--- src/hw/rtl/bcc_pkg.sv ---
// Shared types and constants of the button click classifier.
`default_nettype none

package bcc_pkg;

   localparam int KIND_W     = 3;
   localparam int CSR_IDX_W  = 3;
   localparam int CSR_DATA_W = 16;
   localparam int MASK_W     = 2;
   localparam int DEB_W      = 8;
   localparam int CNT_W      = 16;

   localparam logic [CNT_W-1:0] CNT_MAX = '1;

   typedef enum logic [KIND_W-1:0] {
      EV_SHORT    = 3'd0,
      EV_LONG     = 3'd1,
      EV_DOUBLE   = 3'd2,
      EV_REPEAT   = 3'd3,
      EV_RELEASED = 3'd4
   } ev_kind_type;

   typedef enum logic [CSR_IDX_W-1:0] {
      CSR_CONT_MASK    = 3'd0,
      CSR_DBL_MASK     = 3'd1,
      CSR_DEBOUNCE     = 3'd2,
      CSR_LONG_PRESS   = 3'd3,
      CSR_DBL_GAP      = 3'd4,
      CSR_REPEAT_START = 3'd5,
      CSR_REPEAT_INTV  = 3'd6
   } csr_reg_type;

   localparam logic [MASK_W-1:0] CONT_MASK_RST    = 2'd0;
   localparam logic [MASK_W-1:0] DBL_MASK_RST     = 2'd0;
   localparam logic [DEB_W-1:0]  DEBOUNCE_RST     = 8'd5;
   localparam logic [CNT_W-1:0]  LONG_PRESS_RST   = 16'd500;
   localparam logic [CNT_W-1:0]  DBL_GAP_RST      = 16'd50;
   localparam logic [CNT_W-1:0]  REPEAT_START_RST = 16'd250;
   localparam logic [CNT_W-1:0]  REPEAT_INTV_RST  = 16'd20;

   typedef struct packed {
      logic [MASK_W-1:0] cont_mask;
      logic [MASK_W-1:0] dbl_mask;
      logic [DEB_W-1:0]  debounce;
      logic [CNT_W-1:0]  long_press;
      logic [CNT_W-1:0]  dbl_gap;
      logic [CNT_W-1:0]  repeat_start;
      logic [CNT_W-1:0]  repeat_intv;
   } cfg_type;

endpackage

`default_nettype wire

--- src/hw/rtl/bcc_csr.sv ---
// Configuration register file of the button click classifier.
`default_nettype none

module bcc_csr (
   input  wire logic                             clock,
   input  wire logic                             reset,
   input  wire logic                             wr_en,
   input  wire logic [bcc_pkg::CSR_IDX_W-1:0]    wr_index,
   input  wire logic [bcc_pkg::CSR_DATA_W-1:0]   wr_data,
   output bcc_pkg::cfg_type                      cfg
);

   bcc_pkg::cfg_type cfg_ff, cfg_in;

   always_comb begin
      cfg_in = cfg_ff;
      if (wr_en) begin
         unique case (wr_index)
            bcc_pkg::CSR_CONT_MASK:    cfg_in.cont_mask    = wr_data[bcc_pkg::MASK_W-1:0];
            bcc_pkg::CSR_DBL_MASK:     cfg_in.dbl_mask     = wr_data[bcc_pkg::MASK_W-1:0];
            bcc_pkg::CSR_DEBOUNCE:     cfg_in.debounce     = wr_data[bcc_pkg::DEB_W-1:0];
            bcc_pkg::CSR_LONG_PRESS:   cfg_in.long_press   = wr_data[bcc_pkg::CNT_W-1:0];
            bcc_pkg::CSR_DBL_GAP:      cfg_in.dbl_gap      = wr_data[bcc_pkg::CNT_W-1:0];
            bcc_pkg::CSR_REPEAT_START: cfg_in.repeat_start = wr_data[bcc_pkg::CNT_W-1:0];
            bcc_pkg::CSR_REPEAT_INTV:  cfg_in.repeat_intv  = wr_data[bcc_pkg::CNT_W-1:0];
            default:                   cfg_in = cfg_ff;
         endcase
      end
   end

   always_ff @(posedge clock) begin
      if (reset) begin
         cfg_ff.cont_mask    <= bcc_pkg::CONT_MASK_RST;
         cfg_ff.dbl_mask     <= bcc_pkg::DBL_MASK_RST;
         cfg_ff.debounce     <= bcc_pkg::DEBOUNCE_RST;
         cfg_ff.long_press   <= bcc_pkg::LONG_PRESS_RST;
         cfg_ff.dbl_gap      <= bcc_pkg::DBL_GAP_RST;
         cfg_ff.repeat_start <= bcc_pkg::REPEAT_START_RST;
         cfg_ff.repeat_intv  <= bcc_pkg::REPEAT_INTV_RST;
      end else begin
         cfg_ff <= cfg_in;
      end
   end

   assign cfg = cfg_ff;

endmodule

`default_nettype wire

--- src/hw/rtl/bcc_front.sv ---
// Front end: per-button debounce and click classification, one tick per cycle while ticks are accepted.
`default_nettype none

module bcc_front #(
   parameter int NUM_BUTTONS = 2
) (
   input  wire logic                                    clock,
   input  wire logic                                    reset,
   input  bcc_pkg::cfg_type                             cfg,
   input  wire logic [NUM_BUTTONS-1:0]                  raw_levels,
   input  wire logic                                    accept,
   output logic                                         rec_push,
   output logic [NUM_BUTTONS-1:0]                       rec_valid,
   output logic [NUM_BUTTONS*bcc_pkg::KIND_W-1:0]       rec_kinds
);

   localparam int KW = bcc_pkg::KIND_W;
   localparam int DW = bcc_pkg::DEB_W;
   localparam int CW = bcc_pkg::CNT_W;
   localparam int MW = bcc_pkg::MASK_W;

   logic [NUM_BUTTONS-1:0] level_ff, level_in;
   logic [NUM_BUTTONS-1:0] long_ff, long_in;
   logic [NUM_BUTTONS-1:0] pend_ff, pend_in;
   logic [DW-1:0]          mism_ff  [NUM_BUTTONS];
   logic [DW-1:0]          mism_in  [NUM_BUTTONS];
   logic [CW-1:0]          held_ff  [NUM_BUTTONS];
   logic [CW-1:0]          held_in  [NUM_BUTTONS];
   logic [CW-1:0]          gap_ff   [NUM_BUTTONS];
   logic [CW-1:0]          gap_in   [NUM_BUTTONS];
   logic [CW-1:0]          phase_ff [NUM_BUTTONS];
   logic [CW-1:0]          phase_in [NUM_BUTTONS];

   logic [NUM_BUTTONS+MW-1:0] cont_ext, dbl_ext;

   assign cont_ext = {{NUM_BUTTONS{1'b0}}, cfg.cont_mask};
   assign dbl_ext  = {{NUM_BUTTONS{1'b0}}, cfg.dbl_mask};

   always_comb begin
      logic [DW:0]   mnext;
      logic [CW:0]   pnext;
      logic [CW-1:0] limit;
      logic          few_down;
      logic          rose;
      logic          cont;
      logic          dbl;

      level_in  = level_ff;
      long_in   = long_ff;
      pend_in   = pend_ff;
      rec_valid = '0;
      rec_kinds = '0;

      // debounce: cumulative mismatch count, adopt raw level once exceeded
      for (int b = 0; b < NUM_BUTTONS; b++) begin
         mism_in[b] = mism_ff[b];
         mnext      = {1'b0, mism_ff[b]} + 1'b1;
         if (raw_levels[b] != level_ff[b]) begin
            if (mnext > {1'b0, cfg.debounce}) begin
               level_in[b] = raw_levels[b];
               mism_in[b]  = '0;
            end else begin
               mism_in[b]  = mnext[DW-1:0];
            end
         end
      end

      few_down = (level_in & (level_in - 1'b1)) == '0;

      for (int b = 0; b < NUM_BUTTONS; b++) begin
         cont        = cont_ext[b];
         dbl         = dbl_ext[b];
         held_in[b]  = held_ff[b];
         gap_in[b]   = gap_ff[b];
         phase_in[b] = phase_ff[b];
         rose        = 1'b0;
         pnext       = {1'b0, phase_ff[b]} + 1'b1;
         limit       = cont ? cfg.repeat_start : cfg.long_press;
         if (level_in[b]) begin
            gap_in[b] = '0;
            if (!long_ff[b] && held_ff[b] != bcc_pkg::CNT_MAX) begin
               held_in[b] = held_ff[b] + 1'b1;
               rose       = 1'b1;
               if (held_in[b] > cfg.repeat_start) begin
                  // phase wraps at the interval; zero interval acts as one
                  if (pnext >= {1'b0, cfg.repeat_intv}) begin
                     phase_in[b] = '0;
                  end else begin
                     phase_in[b] = pnext[CW-1:0];
                  end
               end
            end
            if (few_down) begin
               if (cont) begin
                  if (rose && held_in[b] > cfg.repeat_start && phase_in[b] == '0) begin
                     rec_valid[b]            = 1'b1;
                     rec_kinds[b*KW +: KW]   = bcc_pkg::EV_REPEAT;
                  end
               end else if (!long_ff[b] && held_in[b] > cfg.long_press) begin
                  long_in[b]              = 1'b1;
                  rec_valid[b]            = 1'b1;
                  rec_kinds[b*KW +: KW]   = bcc_pkg::EV_LONG;
               end
            end
         end else begin
            if (!long_ff[b]) begin
               if (held_ff[b] != '0 && held_ff[b] < limit) begin
                  if (dbl) begin
                     if (!pend_ff[b]) begin
                        pend_in[b] = 1'b1;
                     end else begin
                        pend_in[b]            = 1'b0;
                        rec_valid[b]          = 1'b1;
                        rec_kinds[b*KW +: KW] = bcc_pkg::EV_DOUBLE;
                     end
                  end else begin
                     rec_valid[b]          = 1'b1;
                     rec_kinds[b*KW +: KW] = bcc_pkg::EV_SHORT;
                  end
               end else if (held_ff[b] == '0) begin
                  if (pend_ff[b]) begin
                     if (gap_ff[b] != bcc_pkg::CNT_MAX) begin
                        gap_in[b] = gap_ff[b] + 1'b1;
                     end
                     if (gap_in[b] > cfg.dbl_gap) begin
                        pend_in[b]            = 1'b0;
                        rec_valid[b]          = 1'b1;
                        rec_kinds[b*KW +: KW] = bcc_pkg::EV_SHORT;
                     end
                  end
               end else if (cont && held_ff[b] > cfg.repeat_start) begin
                  rec_valid[b]          = 1'b1;
                  rec_kinds[b*KW +: KW] = bcc_pkg::EV_RELEASED;
               end
            end
            held_in[b]  = '0;
            long_in[b]  = 1'b0;
            phase_in[b] = '0;
         end
      end
   end

   assign rec_push = accept && (rec_valid != '0);

   always_ff @(posedge clock) begin
      if (reset) begin
         level_ff <= '0;
         long_ff  <= '0;
         pend_ff  <= '0;
         for (int b = 0; b < NUM_BUTTONS; b++) begin
            mism_ff[b]  <= '0;
            held_ff[b]  <= '0;
            gap_ff[b]   <= '0;
            phase_ff[b] <= '0;
         end
      end else if (accept) begin
         level_ff <= level_in;
         long_ff  <= long_in;
         pend_ff  <= pend_in;
         for (int b = 0; b < NUM_BUTTONS; b++) begin
            mism_ff[b]  <= mism_in[b];
            held_ff[b]  <= held_in[b];
            gap_ff[b]   <= gap_in[b];
            phase_ff[b] <= phase_in[b];
         end
      end
   end

endmodule

`default_nettype wire

--- src/hw/rtl/bcc_fifo.sv ---
// Small queue of per-tick event records between front and back end.
`default_nettype none

module bcc_fifo #(
   parameter int WIDTH = 8,
   parameter int DEPTH = 4
) (
   input  wire logic             clock,
   input  wire logic             reset,
   input  wire logic             push,
   input  wire logic [WIDTH-1:0] push_data,
   input  wire logic             pop,
   output logic [WIDTH-1:0]      head_data,
   output logic                  full,
   output logic                  empty
);

   localparam int PTR_W = (DEPTH > 1) ? $clog2(DEPTH) : 1;
   localparam int CNT_W = $clog2(DEPTH + 1);
   localparam logic [PTR_W-1:0] LAST_PTR = PTR_W'(DEPTH - 1);

   logic [WIDTH-1:0] mem [DEPTH];
   logic [PTR_W-1:0] wr_ptr_ff, wr_ptr_in, rd_ptr_ff, rd_ptr_in;
   logic [CNT_W-1:0] count_ff, count_in;
   logic             do_push, do_pop;

   assign full    = count_ff == CNT_W'(DEPTH);
   assign empty   = count_ff == '0;
   assign do_push = push && !full;
   assign do_pop  = pop && !empty;

   always_comb begin
      wr_ptr_in = wr_ptr_ff;
      rd_ptr_in = rd_ptr_ff;
      count_in  = count_ff;
      if (do_push) begin
         wr_ptr_in = (wr_ptr_ff == LAST_PTR) ? '0 : wr_ptr_ff + 1'b1;
      end
      if (do_pop) begin
         rd_ptr_in = (rd_ptr_ff == LAST_PTR) ? '0 : rd_ptr_ff + 1'b1;
      end
      case ({do_push, do_pop})
         2'b10:   count_in = count_ff + 1'b1;
         2'b01:   count_in = count_ff - 1'b1;
         default: count_in = count_ff;
      endcase
   end

   always_ff @(posedge clock) begin
      if (reset) begin
         wr_ptr_ff <= '0;
         rd_ptr_ff <= '0;
         count_ff  <= '0;
      end else begin
         wr_ptr_ff <= wr_ptr_in;
         rd_ptr_ff <= rd_ptr_in;
         count_ff  <= count_in;
      end
   end

   always_ff @(posedge clock) begin
      if (do_push) begin
         mem[wr_ptr_ff] <= push_data;
      end
   end

   assign head_data = mem[rd_ptr_ff];

endmodule

`default_nettype wire

--- src/hw/rtl/bcc_back.sv ---
// Back end: splits a tick record into single events in button order.
`default_nettype none

module bcc_back #(
   parameter int NUM_BUTTONS = 2
) (
   input  wire logic                                 clock,
   input  wire logic                                 reset,
   input  wire logic                                 head_valid,
   input  wire logic [NUM_BUTTONS-1:0]               head_evs,
   input  wire logic [NUM_BUTTONS*bcc_pkg::KIND_W-1:0] head_kinds,
   output logic                                      head_pop,
   input  wire logic                                 rsp_pop,
   output logic                                      rsp_empty,
   output logic                                      rsp_button_id,
   output logic [bcc_pkg::KIND_W-1:0]                rsp_event_kind,
   output logic                                      rsp_last_of_tick
);

   localparam int KW = bcc_pkg::KIND_W;

   logic [NUM_BUTTONS-1:0] done_ff, done_in;
   logic [NUM_BUTTONS-1:0] remain, pick;
   logic                   out_valid_ff, out_valid_in;
   logic                   out_id_ff, out_id_in;
   logic [KW-1:0]          out_kind_ff, out_kind_in;
   logic                   out_last_ff, out_last_in;
   logic                   load, last;

   assign remain = head_evs & ~done_ff;
   assign pick   = remain & (~remain + 1'b1);
   assign last   = (remain & ~pick) == '0;
   assign load   = head_valid && (!out_valid_ff || rsp_pop);

   always_comb begin
      out_id_in   = out_id_ff;
      out_kind_in = out_kind_ff;
      out_last_in = out_last_ff;
      done_in     = done_ff;
      if (rsp_pop) begin
         out_valid_in = 1'b0;
      end else begin
         out_valid_in = out_valid_ff;
      end
      if (load) begin
         out_valid_in = 1'b1;
         out_last_in  = last;
         for (int b = 0; b < NUM_BUTTONS; b++) begin
            if (pick[b]) begin
               out_id_in   = 1'(b);
               out_kind_in = head_kinds[b*KW +: KW];
            end
         end
         // advance within the record, or drop it after its last event
         done_in = last ? '0 : (done_ff | pick);
      end
   end

   always_ff @(posedge clock) begin
      if (reset) begin
         out_valid_ff <= 1'b0;
         done_ff      <= '0;
      end else begin
         out_valid_ff <= out_valid_in;
         done_ff      <= done_in;
      end
   end

   always_ff @(posedge clock) begin
      out_id_ff   <= out_id_in;
      out_kind_ff <= out_kind_in;
      out_last_ff <= out_last_in;
   end

   assign head_pop         = load && last;
   assign rsp_empty        = !out_valid_ff;
   assign rsp_button_id    = out_id_ff;
   assign rsp_event_kind   = out_kind_ff;
   assign rsp_last_of_tick = out_last_ff;

endmodule

`default_nettype wire

--- src/hw/rtl/button_click_classifier.sv ---
// Top level of the button click classifier.
//
// Usage: push one scan tick of raw button levels per item on the req_ side
// (push/full). Each tick debounces every button and classifies it into at
// most one event per button: short, long, double, repeat or released.
// Events come out on the rsp_ side (empty/pop) one per item, in button
// order; rsp_last_of_tick marks the last event caused by a tick. Ticks that
// cause no event produce nothing.
// Throughput: one tick per cycle while req_full is low; the events of a tick
// leave one at a time through the single output register of the back end.
// Path: the record of an accepted tick is queued at the edge that accepts it,
// then its events load the output register of the back end in turn.
// When the receiver stalls, records wait in a QUEUE_DEPTH-entry queue;
// full rises once it holds that many ticks with events.
// Configuration: csr_ writes are always taken (csr_ready high) and must be
// done while the block is idle. Reset returns all registers to their
// defaults, clears all button state and empties the queue.
`default_nettype none

module button_click_classifier #(
   parameter int NUM_BUTTONS = 2,
   parameter int QUEUE_DEPTH = 4
) (
   input  wire logic                             clock,
   input  wire logic                             reset,
   input  wire logic                             req_push,
   output logic                                  req_full,
   input  wire logic [NUM_BUTTONS-1:0]           req_raw_levels,
   output logic                                  rsp_empty,
   input  wire logic                             rsp_pop,
   output logic                                  rsp_button_id,
   output logic [bcc_pkg::KIND_W-1:0]            rsp_event_kind,
   output logic                                  rsp_last_of_tick,
   input  wire logic                             csr_valid,
   output logic                                  csr_ready,
   input  wire logic [bcc_pkg::CSR_IDX_W-1:0]    csr_index,
   input  wire logic [bcc_pkg::CSR_DATA_W-1:0]   csr_data
);

   localparam int KIND_BITS = NUM_BUTTONS * bcc_pkg::KIND_W;
   localparam int REC_W     = NUM_BUTTONS + KIND_BITS;

   bcc_pkg::cfg_type       cfg;
   logic                   accept;
   logic                   rec_push, head_pop, q_empty;
   logic [NUM_BUTTONS-1:0] rec_valid;
   logic [KIND_BITS-1:0]   rec_kinds;
   logic [REC_W-1:0]       head_data;

   assign csr_ready = 1'b1;
   assign accept    = req_push && !req_full;

   bcc_csr u_csr (
      .clock    (clock),
      .reset    (reset),
      .wr_en    (csr_valid && csr_ready),
      .wr_index (csr_index),
      .wr_data  (csr_data),
      .cfg      (cfg)
   );

   bcc_front #(.NUM_BUTTONS(NUM_BUTTONS)) u_front (
      .clock      (clock),
      .reset      (reset),
      .cfg        (cfg),
      .raw_levels (req_raw_levels),
      .accept     (accept),
      .rec_push   (rec_push),
      .rec_valid  (rec_valid),
      .rec_kinds  (rec_kinds)
   );

   bcc_fifo #(.WIDTH(REC_W), .DEPTH(QUEUE_DEPTH)) u_fifo (
      .clock     (clock),
      .reset     (reset),
      .push      (rec_push),
      .push_data ({rec_valid, rec_kinds}),
      .pop       (head_pop),
      .head_data (head_data),
      .full      (req_full),
      .empty     (q_empty)
   );

   bcc_back #(.NUM_BUTTONS(NUM_BUTTONS)) u_back (
      .clock            (clock),
      .reset            (reset),
      .head_valid       (!q_empty),
      .head_evs         (head_data[REC_W-1 -: NUM_BUTTONS]),
      .head_kinds       (head_data[KIND_BITS-1:0]),
      .head_pop         (head_pop),
      .rsp_pop          (rsp_pop),
      .rsp_empty        (rsp_empty),
      .rsp_button_id    (rsp_button_id),
      .rsp_event_kind   (rsp_event_kind),
      .rsp_last_of_tick (rsp_last_of_tick)
   );

endmodule

`default_nettype wire

--- config.mk ---
export PLATFORM = sky130hd
export DESIGN_NAME = button_click_classifier
export DESIGN_NICKNAME = d
export VERILOG_FILES = /design/src/hw/rtl/bcc_pkg.sv /design/src/hw/rtl/bcc_csr.sv /design/src/hw/rtl/bcc_front.sv /design/src/hw/rtl/bcc_fifo.sv /design/src/hw/rtl/bcc_back.sv /design/src/hw/rtl/button_click_classifier.sv
export SDC_FILE = /design/constraint.sdc
export NUM_CORES = 1
export LEC_CHECK = 0
export CAP_MARGIN = 20
export CORE_MARGIN = 4
export CORE_UTILIZATION = 36
export DETAILED_ROUTE_END_ITERATION = 16
export DONT_BUFFER_PORTS = 1
export PLACE_DENSITY = 0.52
export SYNTH_ARGS = -nofsm -noshare
export SYNTH_HDL_FRONTEND = slang
export SYNTH_SLANG_ARGS = --single-unit
--- constraint.sdc ---
create_clock -name clock -period 5.2 [get_ports clock]
set_input_delay 0.52 -clock clock [delete_from_list [all_inputs] [get_ports clock]]
set_output_delay 0.52 -clock clock [all_outputs]
set_load 0.005 [all_outputs]
# After elaboration in Yosys (flattened, before gate mapping)
# Memory sizes are Yosys's and may differ from the RTL's. A register that Yosys moved wholly into a read port is not among the register bits.
# Index checks and enable logic that the tools add are counted.
# W data, S select, Z words.
[op_classes]
n_addsub = 14
order_cmp = 16
n_eq_ne = 25
n_mux = 146
bitwise = 20
n_reduce_logical = 52
[op_table]
columns = ["cell", "count"]
rows = [
  ["$mux W16", 46],
  ["$gt A16 B16 Y1", 10],
  ["$mux W1", 66],
  ["$add A16 B1 Y16 const B", 4],
  ["$logic_not A16 Y1", 4],
  ["$ne A16 B16 Y1 const B", 4],
  ["$mux W3", 16],
  ["$mux W8", 6],
  ["$add A16 B1 Y17 const B", 2],
  ["$ge A17 B16 Y1", 2],
  ["$lt A16 B16 Y1", 2],
  ["$reduce_bool A16 Y1", 2],
  ["$mux W2", 11],
  ["$add A8 B1 Y9 const B", 2],
  ["$gt A9 B8 Y1", 2],
  ["$logic_and A1 B1 Y1", 18],
  ["$ne A2 B2 Y1 const B", 8],
  ["$reduce_and A2 Y1", 8],
  ["$eq A3 B3 Y1 const B", 4],
  ["$reduce_bool A2 Y1", 6],
  ["$reduce_and A5 Y1", 2],
  ["$and A2 B2 Y2", 4],
  ["$or A1 B1 Y1", 8],
  ["$reduce_and A4 Y1", 2],
  ["other kinds (17)", 34],
]
[totals]
reg_bits = 97
ram_bits = 144
in_bits = 26
out_inout_bits = 8
wordCells = 298
n_memories = 5
[mem_list]
columns = ["memory", "depth", "word_bits", "rd", "rd_ports_with_merged_regs", "write_ports", "line_no", "rtl"]
rows = [
  ["u_fifo.mem", 4, 8, 1, 1, 1, "bcc_fifo.sv:22", "logic [WIDTH-1:0] mem [DEPTH];"],
  ["u_front.gap_ff", 2, 16, 2, 0, 2, "bcc_front.sv:29", "logic [CW-1:0] gap_ff [NUM_BUTTONS];"],
  ["u_front.held_ff", 2, 16, 2, 0, 2, "bcc_front.sv:27", "logic [CW-1:0] held_ff [NUM_BUTTONS];"],
  ["u_front.phase_ff", 2, 16, 2, 0, 2, "bcc_front.sv:31", "logic [CW-1:0] phase_ff [NUM_BUTTONS];"],
  ["u_front.mism_ff", 2, 8, 2, 0, 2, "bcc_front.sv:25", "logic [DW-1:0] mism_ff [NUM_BUTTONS];"],
]

# Longest topological paths before layout
# Gate-level depths: netlist of run 1.
# An unclocked memory read counts as a cell.
[depth]
word_depth = 20
ltp_mapped = 26
depth_no_buf = 25

# Cells and area by module
# A second synthesis of run 1 with hierarchy kept.
[unflattened]
hier_cells = 1957
hier_area_um2 = 18810.5
[by_module_without_submodules]
columns = ["module", "n_inst", "cells_each", "area_each_um2", "seq_area_each_um2"]
rows = [
  ["bcc_front", 1, 1543, 13678.1, 3483.3],
  ["bcc_csr", 1, 285, 3076.7, 1521.5],
  ["bcc_fifo", 1, 96, 1647.8, 1141.1],
  ["bcc_back", 1, 29, 379.1, 210.2],
  ["button_click_classifier", 1, 4, 28.8, 0.0],
]

# Least setup slack after synthesis of run 1
# OpenSTA, ideal clock, no wires.
[synth_path]
path_kind = "register to register"
from = "mem u_front.held_ff[0][4] in the netlist's numbering"
to = "reg u_fifo.count_ff[2]"
setup_ns = 0.070
arrival_ns = 5.346
required_ns = 5.130
setup_slack_ns = -0.216
stages_incl_launch_ff = 25
n_path_buf = 0
synth_period_minus_slack_ns = 5.416
cell_sequence = "edfxtp_1 -> and3_1 -> nand3_1 -> nor2_1 -> and3_1 -> and3_1 -> and3_1 -> nand3_1 -> xnor2_1 -> ha_1 -> nand4_1 -> nor4_1 -> a21boi_1 -> o311ai_2 -> nor3_4 -> a211oi_4 -> nor3_4 -> o211a_2 -> or2_1 -> ha_1 -> inv_1 -> fa_1 -> xor2_1 -> or3_1 -> a21oi_1"
[synth_lines]
columns = ["item", "line_no", "rtl"]
rows = [
  ["from (decl)", "bcc_front.sv:27", ""],
  ["to (signal assigned)", "bcc_fifo.sv:57", "count_ff <= count_in;"],
  ["to (decl)", "bcc_fifo.sv:24", "logic [CNT_W-1:0] count_ff, count_in;"],
]

==> flow_summary.ini, run 1 <==
[finish]
nets = 2471
seqCellArea_mm2 = 0.00636
final_area_mm2 = 0.0219
fillerInstances = 5014
multiInputGateArea_mm2 = 0.0118
antenna_cells = 0
area_delta_synth_final_pct = 17.4
drive_gt1_frac = 0.147

[timing]
fin_crit_sh = 0.984
finalClockSkew_ns = 0.0139
max_freq_ghz = 0.195
worst_hold_slack_ns = 0.0447
layout_setup_ws_ns = 0.0826
slew_headroom = 0.284
final_max_slew_viol_count = 0
finalCriticalPeriod_ns = 5.12
setup-tns-final_ns = 0
rsz0062_at_grt = true
hold_viol_final = 0
worst_slew_pin_slew_ns = 1.07
finalSetupViolCount = 0

[grt]
antenna_found_initial = 0
grt_max_degree = 67
grt_first_pass_wirelength_um = 86800
track_usage = 0.195
overflow = 0
grt_pass1_vias = 15300

[detailed_routing]
antenna_left = 0
wl_per_cell_um = 19.5
vias = 15700
route.detailed.drc = 0
drt_iter0_markers = 1006
viasPerCell = 5.44
first_pass_iters = 5
routed_wl_um = 56500

[power_and_ir_drop]
ir_drop_mv = 0.252
p_per_area_mw_per_mm2 = 333
total_power_uw = 7280
power.leakage_uw = 0.00893

[clock_tree]
cts_tree = done
cts_made_buffers = 30
cts_max_level = 1
cts_sinks = 243
clk_latency_ns = 0.59
cts-root-buf = clkbuf_16
max-clock-path-buffers = 3
clkSlewWorstSetupHoldPaths_ns = 0.07

[critical_path]
endpoint_kind = flip-flop
cp_slowest_cell = edfxtp_1
crit_required_ns = 5.72
slowest_delay_ns = 0.45
worstSetupStartpointType = flip-flop
crit_fanout = 2
crit_arrival_ns = 5.64
path_buf_inv = 2
path_class = reg -> reg
worst_path_most_repeated_cell = and3_4
cp_top_family = simple AND/OR/NAND/NOR gates

[yosys]
synth_seq_cells = 243
synth_edf_count = 149
synth_nets = 2334
synth-main-ff-cell = edfxtp_1
async_flop_share = 0
syn_avg_cell_area_um2 = 9.07
syn_area_mm2 = 0.0186
ys_types = 89
synth-seq-area-share = 0.341
yosys_warnings = 0
synth_cells = 2053

[placed_design]
pre_cts_slack_ns = -0.463
gp_congestion = 0.898
post-dp-hpwl_um = 43500
place_area_mm2 = 0.0205
io_buffers = 0

[die]
start_util = 0.363
die_area_mm2 = 0.0554
die_w_um = 235
ioPinCount = 34
die_h_um = 235
coreArea_mm2 = 0.0513
num_rows = 83

[status]
outcome = completed

[flow_run]
drv_cap = 0

[worst_hold_path]
min_path_type = in -> reg
[cells by family after synthesis]
logic type,count (synthesis),share of synthesized area
adders and majority gates,255,0.172
xor gates and xnor gates,123,0.0578
muxes,54,0.0349
DFF,243,0.341
other,1,0.000201
buffers and inverters,192,0.0422
and+or+nand+nor,794,0.215
AOI/OAI and AO/OA,391,0.137
[Yosys cell counts (all sizes together) (26+ instances only)]
cell,count,area (um2)
nor2b,80,500
nor3,32,183
dfxtp,94,1880
clkbuf,55,209
o21ai,55,275
nand3,73,370
a21oi,150,751
buf,26,161
xnor2,71,622
nand4,53,353
edfxtp,149,4470
inv,111,417
mux2i,39,390
nand2,239,897
nor2,172,646
xor2,52,455
ha,254,3180
[layout make-up]
cell class,instances,area share
Sequential cell,243,0.291
Clock inverter,12,0.00440
Tap cell,680,0.0389
Multi-Input combinational cell,1618,0.540
Inverter,111,0.0190
Clock buffer,44,0.0419
Timing Repair Buffer,186,0.0656
[worst paths after layout]
check             slack, ns                  to  cells past startpoint              startpoint
setup / recovery       0.08  u_fifo.count_ff[2]                     25  u_front.held_ff[0][16]
setup reg to reg       0.08  u_fifo.count_ff[2]                     25  u_front.held_ff[0][16]
hold / removal         0.04       u_csr.cfg[22]                      1             csr_data[6]
hold reg to reg        0.45       u_csr.cfg[46]                      2           u_csr.cfg[46]
[where the power goes]
part | total, uW | leakage [uW] | internal (uW) | switching (uW)
Combinational | 2590 | 0.00609 | 1120 | 1470
Sequential | 2570 | 0.00234 | 2360 | 210
Clock | 2120 | 0.000505 | 1230 | 891
[metrics by stage]
step / cells / util
final: 2894 / 0.426
after global routing: 2894 / 0.426
after CTS: 2885 / 0.422
after detailed placement: 2826 / 0.399
after global placement: 2826 / 0.399
after floorplan: 2053 / -
[per-layer routing]
layer  share of wire  GRT usage
met1            0.47      0.270
met3           0.046     0.0288
met2            0.45      0.318
met4           0.032     0.0580
met5               0          0
[layout by cell type (no fill, tap or decap), types with 39 or more instances in the layout]
cell type    n
edfxtp_1   149
nand4_1     51
nand2_1    239
nor2b_1     80
xnor2_1     71
dfxtp_1     94
buf_4      180
nor2_1     163
o21ai_0     54
nand3_1     68
a21oi_1    149
xor2_1      50
ha_1       252
inv_1      109
mux2i_1     39
[flip-flops by register name (all words and copies together) (netlist names), 3 cells and up, named ones only]
signal,flops
u_fifo.count_ff,3
u_fifo.mem,32
u_front.mism_ff,16
u_front.held_ff,32
u_front.gap_ff,32
u_back.rsp_event_kind,3
u_front.phase_ff,32
u_csr.cfg,76
[what timing repair did]
action                                  CTS  global route
pin swaps                                 6            29
setup buffers                             1             9
cloned                                    0             0
resized for setup                        16            37
hold endpoints to repair                 32             0
endpoints found under the setup margin    2             2
hold buffers                              2             0
Power figures use the tool's default switching activity.
==> run 2: changes to the inputs <==
--- a/config.mk
+++ b/config.mk
@@ -13,4 +13,5 @@
 export PLACE_DENSITY = 0.52
 export SYNTH_ARGS = -nofsm -noshare
 export SYNTH_HDL_FRONTEND = slang
+export SYNTH_HIERARCHICAL = 1
 export SYNTH_SLANG_ARGS = --single-unit
==> flow_summary.ini, run 2 <==
[status]
outcome = completed

[yosys]
synth_simple_gate_area_frac = 0.205
synthXorXnorAreaFrac = 0.0596
synth_compound_area_frac = 0.113
synth-main-ff-cell = edfxtp_1
syn_avg_cell_area_um2 = 9.61
synth_area_leader_cell = edfxtp_1
yosysMostFrequentCell = ha_1
async_flop_share = 0
syn_area_mm2 = 0.0188
yosys_warnings = 6
yosys-top-cells-count = ha_1 (254), edfxtp_1 (149), nor2_1 (145)
synth_top_family_by_area = simple AND/OR/NAND/NOR gates
ys_types = 97
synth_cells = 1957
synth_seq_cells = 243
synth_edf_count = 149
ys_top_cells_by_area = edfxtp_1 (24%), ha_1 (17%), dfxtp_1 (10%), mux2i_1 (6.1%), xnor2_1 (3.5%)
synth-seq-area-share = 0.338
post_synth_fa_ha_maj_area_fraction = 0.170
synth_top_area_frac = 0.238
synth_nets = 2238
synth_mux_area_frac = 0.0744

[timing]
fin_crit_sh = 0.969
finalCriticalPeriod_ns = 5.04
worst_slew_pin_slew_ns = 1.03
slew_headroom = 0.315
worst_hold_slack_ns = 0.0834
finalSetupViolCount = 0
final_max_slew_viol_count = 0
setup-tns-final_ns = 0
hold_viol_final = 0
finalClockSkew_ns = 0.0143
layout_setup_ws_ns = 0.160
max_freq_ghz = 0.198

[worst_hold_path]
min_from = csr_data[4]
min_path_type = in -> reg

[clock_tree]
clkSlewWorstSetupHoldPaths_ns = 0.07
cts-root-buf = clkbuf_16
max-clock-path-buffers = 3
cts_made_buffers = 31
cts_sinks = 243
cts_max_level = 1
clk_latency_ns = 0.60
cts_tree = done

[finish]
final_common_cell = ha_1
antenna_cells = 0
nets = 2414
drive_gt1_frac = 0.183
fin_util = 0.437
area_delta_synth_final_pct = 19.6
largest_reg_flops = 76
final_cells = 2838
final_cell_mix = ha_1 (250), buf_4 (211), edfxtp_1 (149)

[grt]
overflow = 0
grt_first_pass_wirelength_um = 90100
track_usage = 0.203
antenna_found_initial = 1
grt_pass1_vias = 15500
grt_max_degree = 116

[die]
start_util = 0.365
die_w_um = 237
num_rows = 83
die_h_um = 237
ioPinCount = 34
die_area_mm2 = 0.0560
coreArea_mm2 = 0.0515

[critical_path]
crit_required_ns = 5.73
ff2ff_path_depth = 24
regToRegStartpoint = u_front/held_ff[0][1]
worstSetupStartpointType = flip-flop
endpoint = u_fifo/count_ff[2]
worstSetupStartpoint = u_front/held_ff[0][1]
crit_fanout = 5
cp_slowest_cell = edfxtp_1
worstPathCellList = ha_2 -> nand3_4 -> nor2_4 -> and3_4 -> and3_4 -> nand3_4 -> xnor2_2 -> ha_1 -> nand4_1 -> nor4_4 -> a21boi_4 -> o31ai_4 -> buf_4 -> o311ai_4 -> o21ai_2 -> o31a_1 -> and2_4 -> inv_1 -> ha_2 -> inv_1 -> fa_2 -> xor2_1 -> or3_4 -> a21oi_2
r2r_setup_slack_ns = 0.16
path_class = reg -> reg
regToRegEndpoint = u_fifo/count_ff[2]
crit_arrival_ns = 5.57
endpoint_kind = flip-flop
slowest_delay_ns = 0.38

[placed_design]
post-dp-hpwl_um = 45900
gp_congestion = 0.909
dp.cells = 2754
io_buffers = 0
pre_cts_slack_ns = -0.264

[detailed_routing]
first_pass_iters = 5
vias = 15500
route.detailed.drc = 0
viasPerCell = 5.48
routed_wl_um = 59300
drt_iter0_markers = 1041
antenna_left = 0
wl_per_cell_um = 20.9

[power_and_ir_drop]
power.leakage_uw = 0.00961
ir_drop_mv = 0.301
p_per_area_mw_per_mm2 = 285

[flow_run]
drv_cap = 0
[run 2: cell count changes in the layout (fill, tap and decap cells not counted), moves of 10 or more]
cell      before  now
nand2_1      239  106
mux2i_1       39  115
nand2b_1      20   84
a21oi_1      149   87
buf_4        180  211
nor2_1       163  137
a211o_1       18    3
nand3_1       68   58
[run 2: where the power goes]
| group | internal (uW) | leakage [uW] | total, uW | switching (uW) |
|---|---|---|---|---|
| registers | 2250 | 0.00232 | 2390 | 136 |
| clock network | 1350 | 0.000521 | 2260 | 910 |
| logic | 772 | 0.00677 | 1760 | 988 |
| total | 4370 | 0.00961 | 6410 | 2030 |
[run 2: cells by family after synthesis]
family / Yosys count
other cells: 1
simple gates: 699
compound gates: 320
mux: 128
fa+ha+maj: 255
xor+xnor: 128
buf+inv: 183
flops: 243
[run 2: layout make-up]
cell class / count / area, um2
fillers: 5020 / 29000
multi-input cells: 1531 / 12100
flip-flops and latches: 243 / 6360
repair buffers: 219 / 1670
clock buffers: 42 / 890
well taps: 680 / 851
inverters: 107 / 402
clock inverters: 16 / 188
[run 2: repair_timing]
item                                    in CTS  in global routing
buffers inserted                             5                 17
gates cloned                                 0                  2
hold buffers                                 1                  0
hold endpoints to repair                    12                  0
pin swaps                                   10                 43
endpoints found under the setup margin       1                 18
gates resized for setup                     15                 73
[run 2: metal layers]
metal  up-vias  share of wire  global-route usage
met5         -              0                   0
met4         0          0.034              0.0587
met3        99          0.057              0.0348
met2       373           0.45               0.327
met1      7554           0.46               0.282
li1       7516              -                   -
[run 2: worst min-delay path by stage]
stage                     cells after the start  slack (ns)                  end
after floorplan                               2        0.44  u_front/level_ff[1]
after global placement                        2        0.46        u_csr/cfg[45]
after detailed placement                      2        0.46  u_front/level_ff[1]
after CTS                                     1        0.02   u_front/pend_ff[0]
after global routing                          1        0.05   u_front/pend_ff[0]
final                                         2        0.08        u_csr/cfg[68]
[run 2: critical path: cells and delay by family, from the launching register on]
family | cells | cell delay, ns
adder cells (fa/ha/maj) | 4 | 1.02
buffers and inverters | 3 | 0.27
XOR/XNOR | 2 | 0.31
flip-flops | 1 | 0.38
AND/OR/NAND/NOR | 9 | 1.72
AO/OA/AOI/OAI | 6 | 1.29
[run 2: metrics by stage]
stage | cell area, um2 | power, uW
floorplan | 18900 | 3490
global placement | 20800 | 4040
detailed placement | 20800 | 4080
CTS | 22000 | 6400
global route | 22500 | 6760
finish | 22500 | 6410
==> run 3: changes to the inputs <==
--- a/config.mk
+++ b/config.mk
@@ -6,10 +6,10 @@
 export NUM_CORES = 1
 export LEC_CHECK = 0
 export CAP_MARGIN = 20
-export CORE_MARGIN = 4
 export CORE_UTILIZATION = 36
 export DETAILED_ROUTE_END_ITERATION = 16
 export DONT_BUFFER_PORTS = 1
+export GPL_TIMING_DRIVEN = 0
 export PLACE_DENSITY = 0.52
 export SYNTH_ARGS = -nofsm -noshare
 export SYNTH_HDL_FRONTEND = slang
==> flow_summary.ini, run 3 (synthesized netlist as in run 2, its figures left out) <==
[flow_run]
drv_cap = 0

[grt]
grt_max_degree = 43
grt_pass1_vias = 15300
track_usage = 0.220
grt_first_pass_wirelength_um = 89800
overflow = 0
antenna_found_initial = 2

[timing]
worst_slew_pin_slew_ns = 1.08
hold_viol_final = 0
finalClockSkew_ns = 0.0236
fin_crit_sh = 1.03
layout_setup_ws_ns = -0.170
rsz0062_at_grt = true
finalCriticalPeriod_ns = 5.37
max_freq_ghz = 0.186
final_max_slew_viol_count = 0
slew_headroom = 0.271
finalSetupViolCount = 2

[finish]
final_cells = 2788
fin_util = 0.430
final_area_mm2 = 0.0222
final_cell_mix = ha_1 (248), edfxtp_1 (149), nor2_1 (135)
area_delta_synth_final_pct = 17.9
nets = 2365
largest_reg_flops = 76
antenna_cells = 0
drive_gt1_frac = 0.151
final_common_cell = ha_1

[critical_path]
path_buf_inv = 4
endpoint_kind = flip-flop
crit_fanout = 4
slowest_delay_ns = 0.47
path_class = reg -> reg
worstSetupStartpointType = flip-flop
cp_slowest_cell = a221oi_4
crit_arrival_ns = 5.88
cp_top_family = simple AND/OR/NAND/NOR gates
crit_required_ns = 5.71
path_depth = 26
ff2ff_path_depth = 26

[die]
die_h_um = 231
coreArea_mm2 = 0.0515
ioPinCount = 34
num_rows = 83
die_w_um = 231
die_area_mm2 = 0.0532
start_util = 0.365

[clock_tree]
cts_tree = done
max-clock-path-buffers = 3
cts-root-buf = clkbuf_16
clkSlewWorstSetupHoldPaths_ns = 0.06
cts_max_level = 1
cts_made_buffers = 30
clk_latency_ns = 0.60
cts_sinks = 243

[worst_hold_path]
min_path_type = in -> reg
hold_depth = 2

[placed_design]
gp_congestion = 0.917
pre_cts_slack_ns = -1.75
post-dp-hpwl_um = 44300
dp.cells = 2639
io_buffers = 0
place_area_mm2 = 0.0198

[detailed_routing]
first_pass_iters = 5
vias = 15300
wl_per_cell_um = 20.9
route.detailed.drc = 0
routed_wl_um = 58400
antenna_left = 0
drt_iter0_markers = 979
viasPerCell = 5.51

[power_and_ir_drop]
power.leakage_uw = 0.00940
total_power_uw = 6220
ir_drop_mv = 0.266
p_per_area_mw_per_mm2 = 280

[status]
outcome = complete, but fails checks
violations = setup timing
[run 3: path summary, 6_finish.rpt]
path	start	endpoint	slack, ns
setup / recovery	u_front/held_ff[0][3]	u_fifo/count_ff[2]	-0.17
hold / removal	csr_data[4]	u_csr/cfg[68]	0.1
setup reg to reg	u_front/held_ff[0][3]	u_fifo/count_ff[2]	-0.17
hold reg to reg	u_csr/cfg[39]	u_csr/cfg[39]	0.48
[run 3: power breakdown]
part	total, uW	internal [uW]	leakage (uW)	switching [uW]
Combinational	1700	713	0.00656	982
Clock	2130	1230	0.000510	893
Sequential	2400	2250	0.00232	149
Total	6220	4190	0.00940	2020
[run 3: layout make-up]
cell class | count | area, um2
inverters | 107 | 404
repair buffers | 97 | 796
clock inverters | 13 | 105
fillers | 5057 | 29300
plain buffers | 74 | 398
clock buffers | 43 | 913
well taps | 680 | 851
multi-input cells | 1531 | 12300
flip-flops and latches | 243 | 6360
[run 3: per-layer routing]
| layer | GRT usage | part of all wire | vias up |
|---|---|---|---|
| met3 | 0.0366 | 0.053 | 96 |
| met1 | 0.301 | 0.46 | 7448 |
| met4 | 0.0764 | 0.037 | 4 |
| li1 | - | - | 7421 |
| met2 | 0.348 | 0.44 | 379 |
| met5 | 0 | 0.00045 | - |
[run 3: repair_timing]
action                                 CTS  global route
setup buffers                           73            19
hold buffers                             3             0
endpoints found under the hold margin    3             0
resized for setup                      118            12
setup endpoints to repair               49            10
pin swaps                               45            23
[run 3: per-stage QoR]
stage | hold WS, ns | TNS [ns]
after floorplan | 0.445 | 0
after global placement | 0.467 | -42.43
after detailed placement | 0.468 | -46.54
after CTS | 0.0677 | -0.0244
after global routing | 0.0848 | -0.571
final | 0.0966 | -0.255
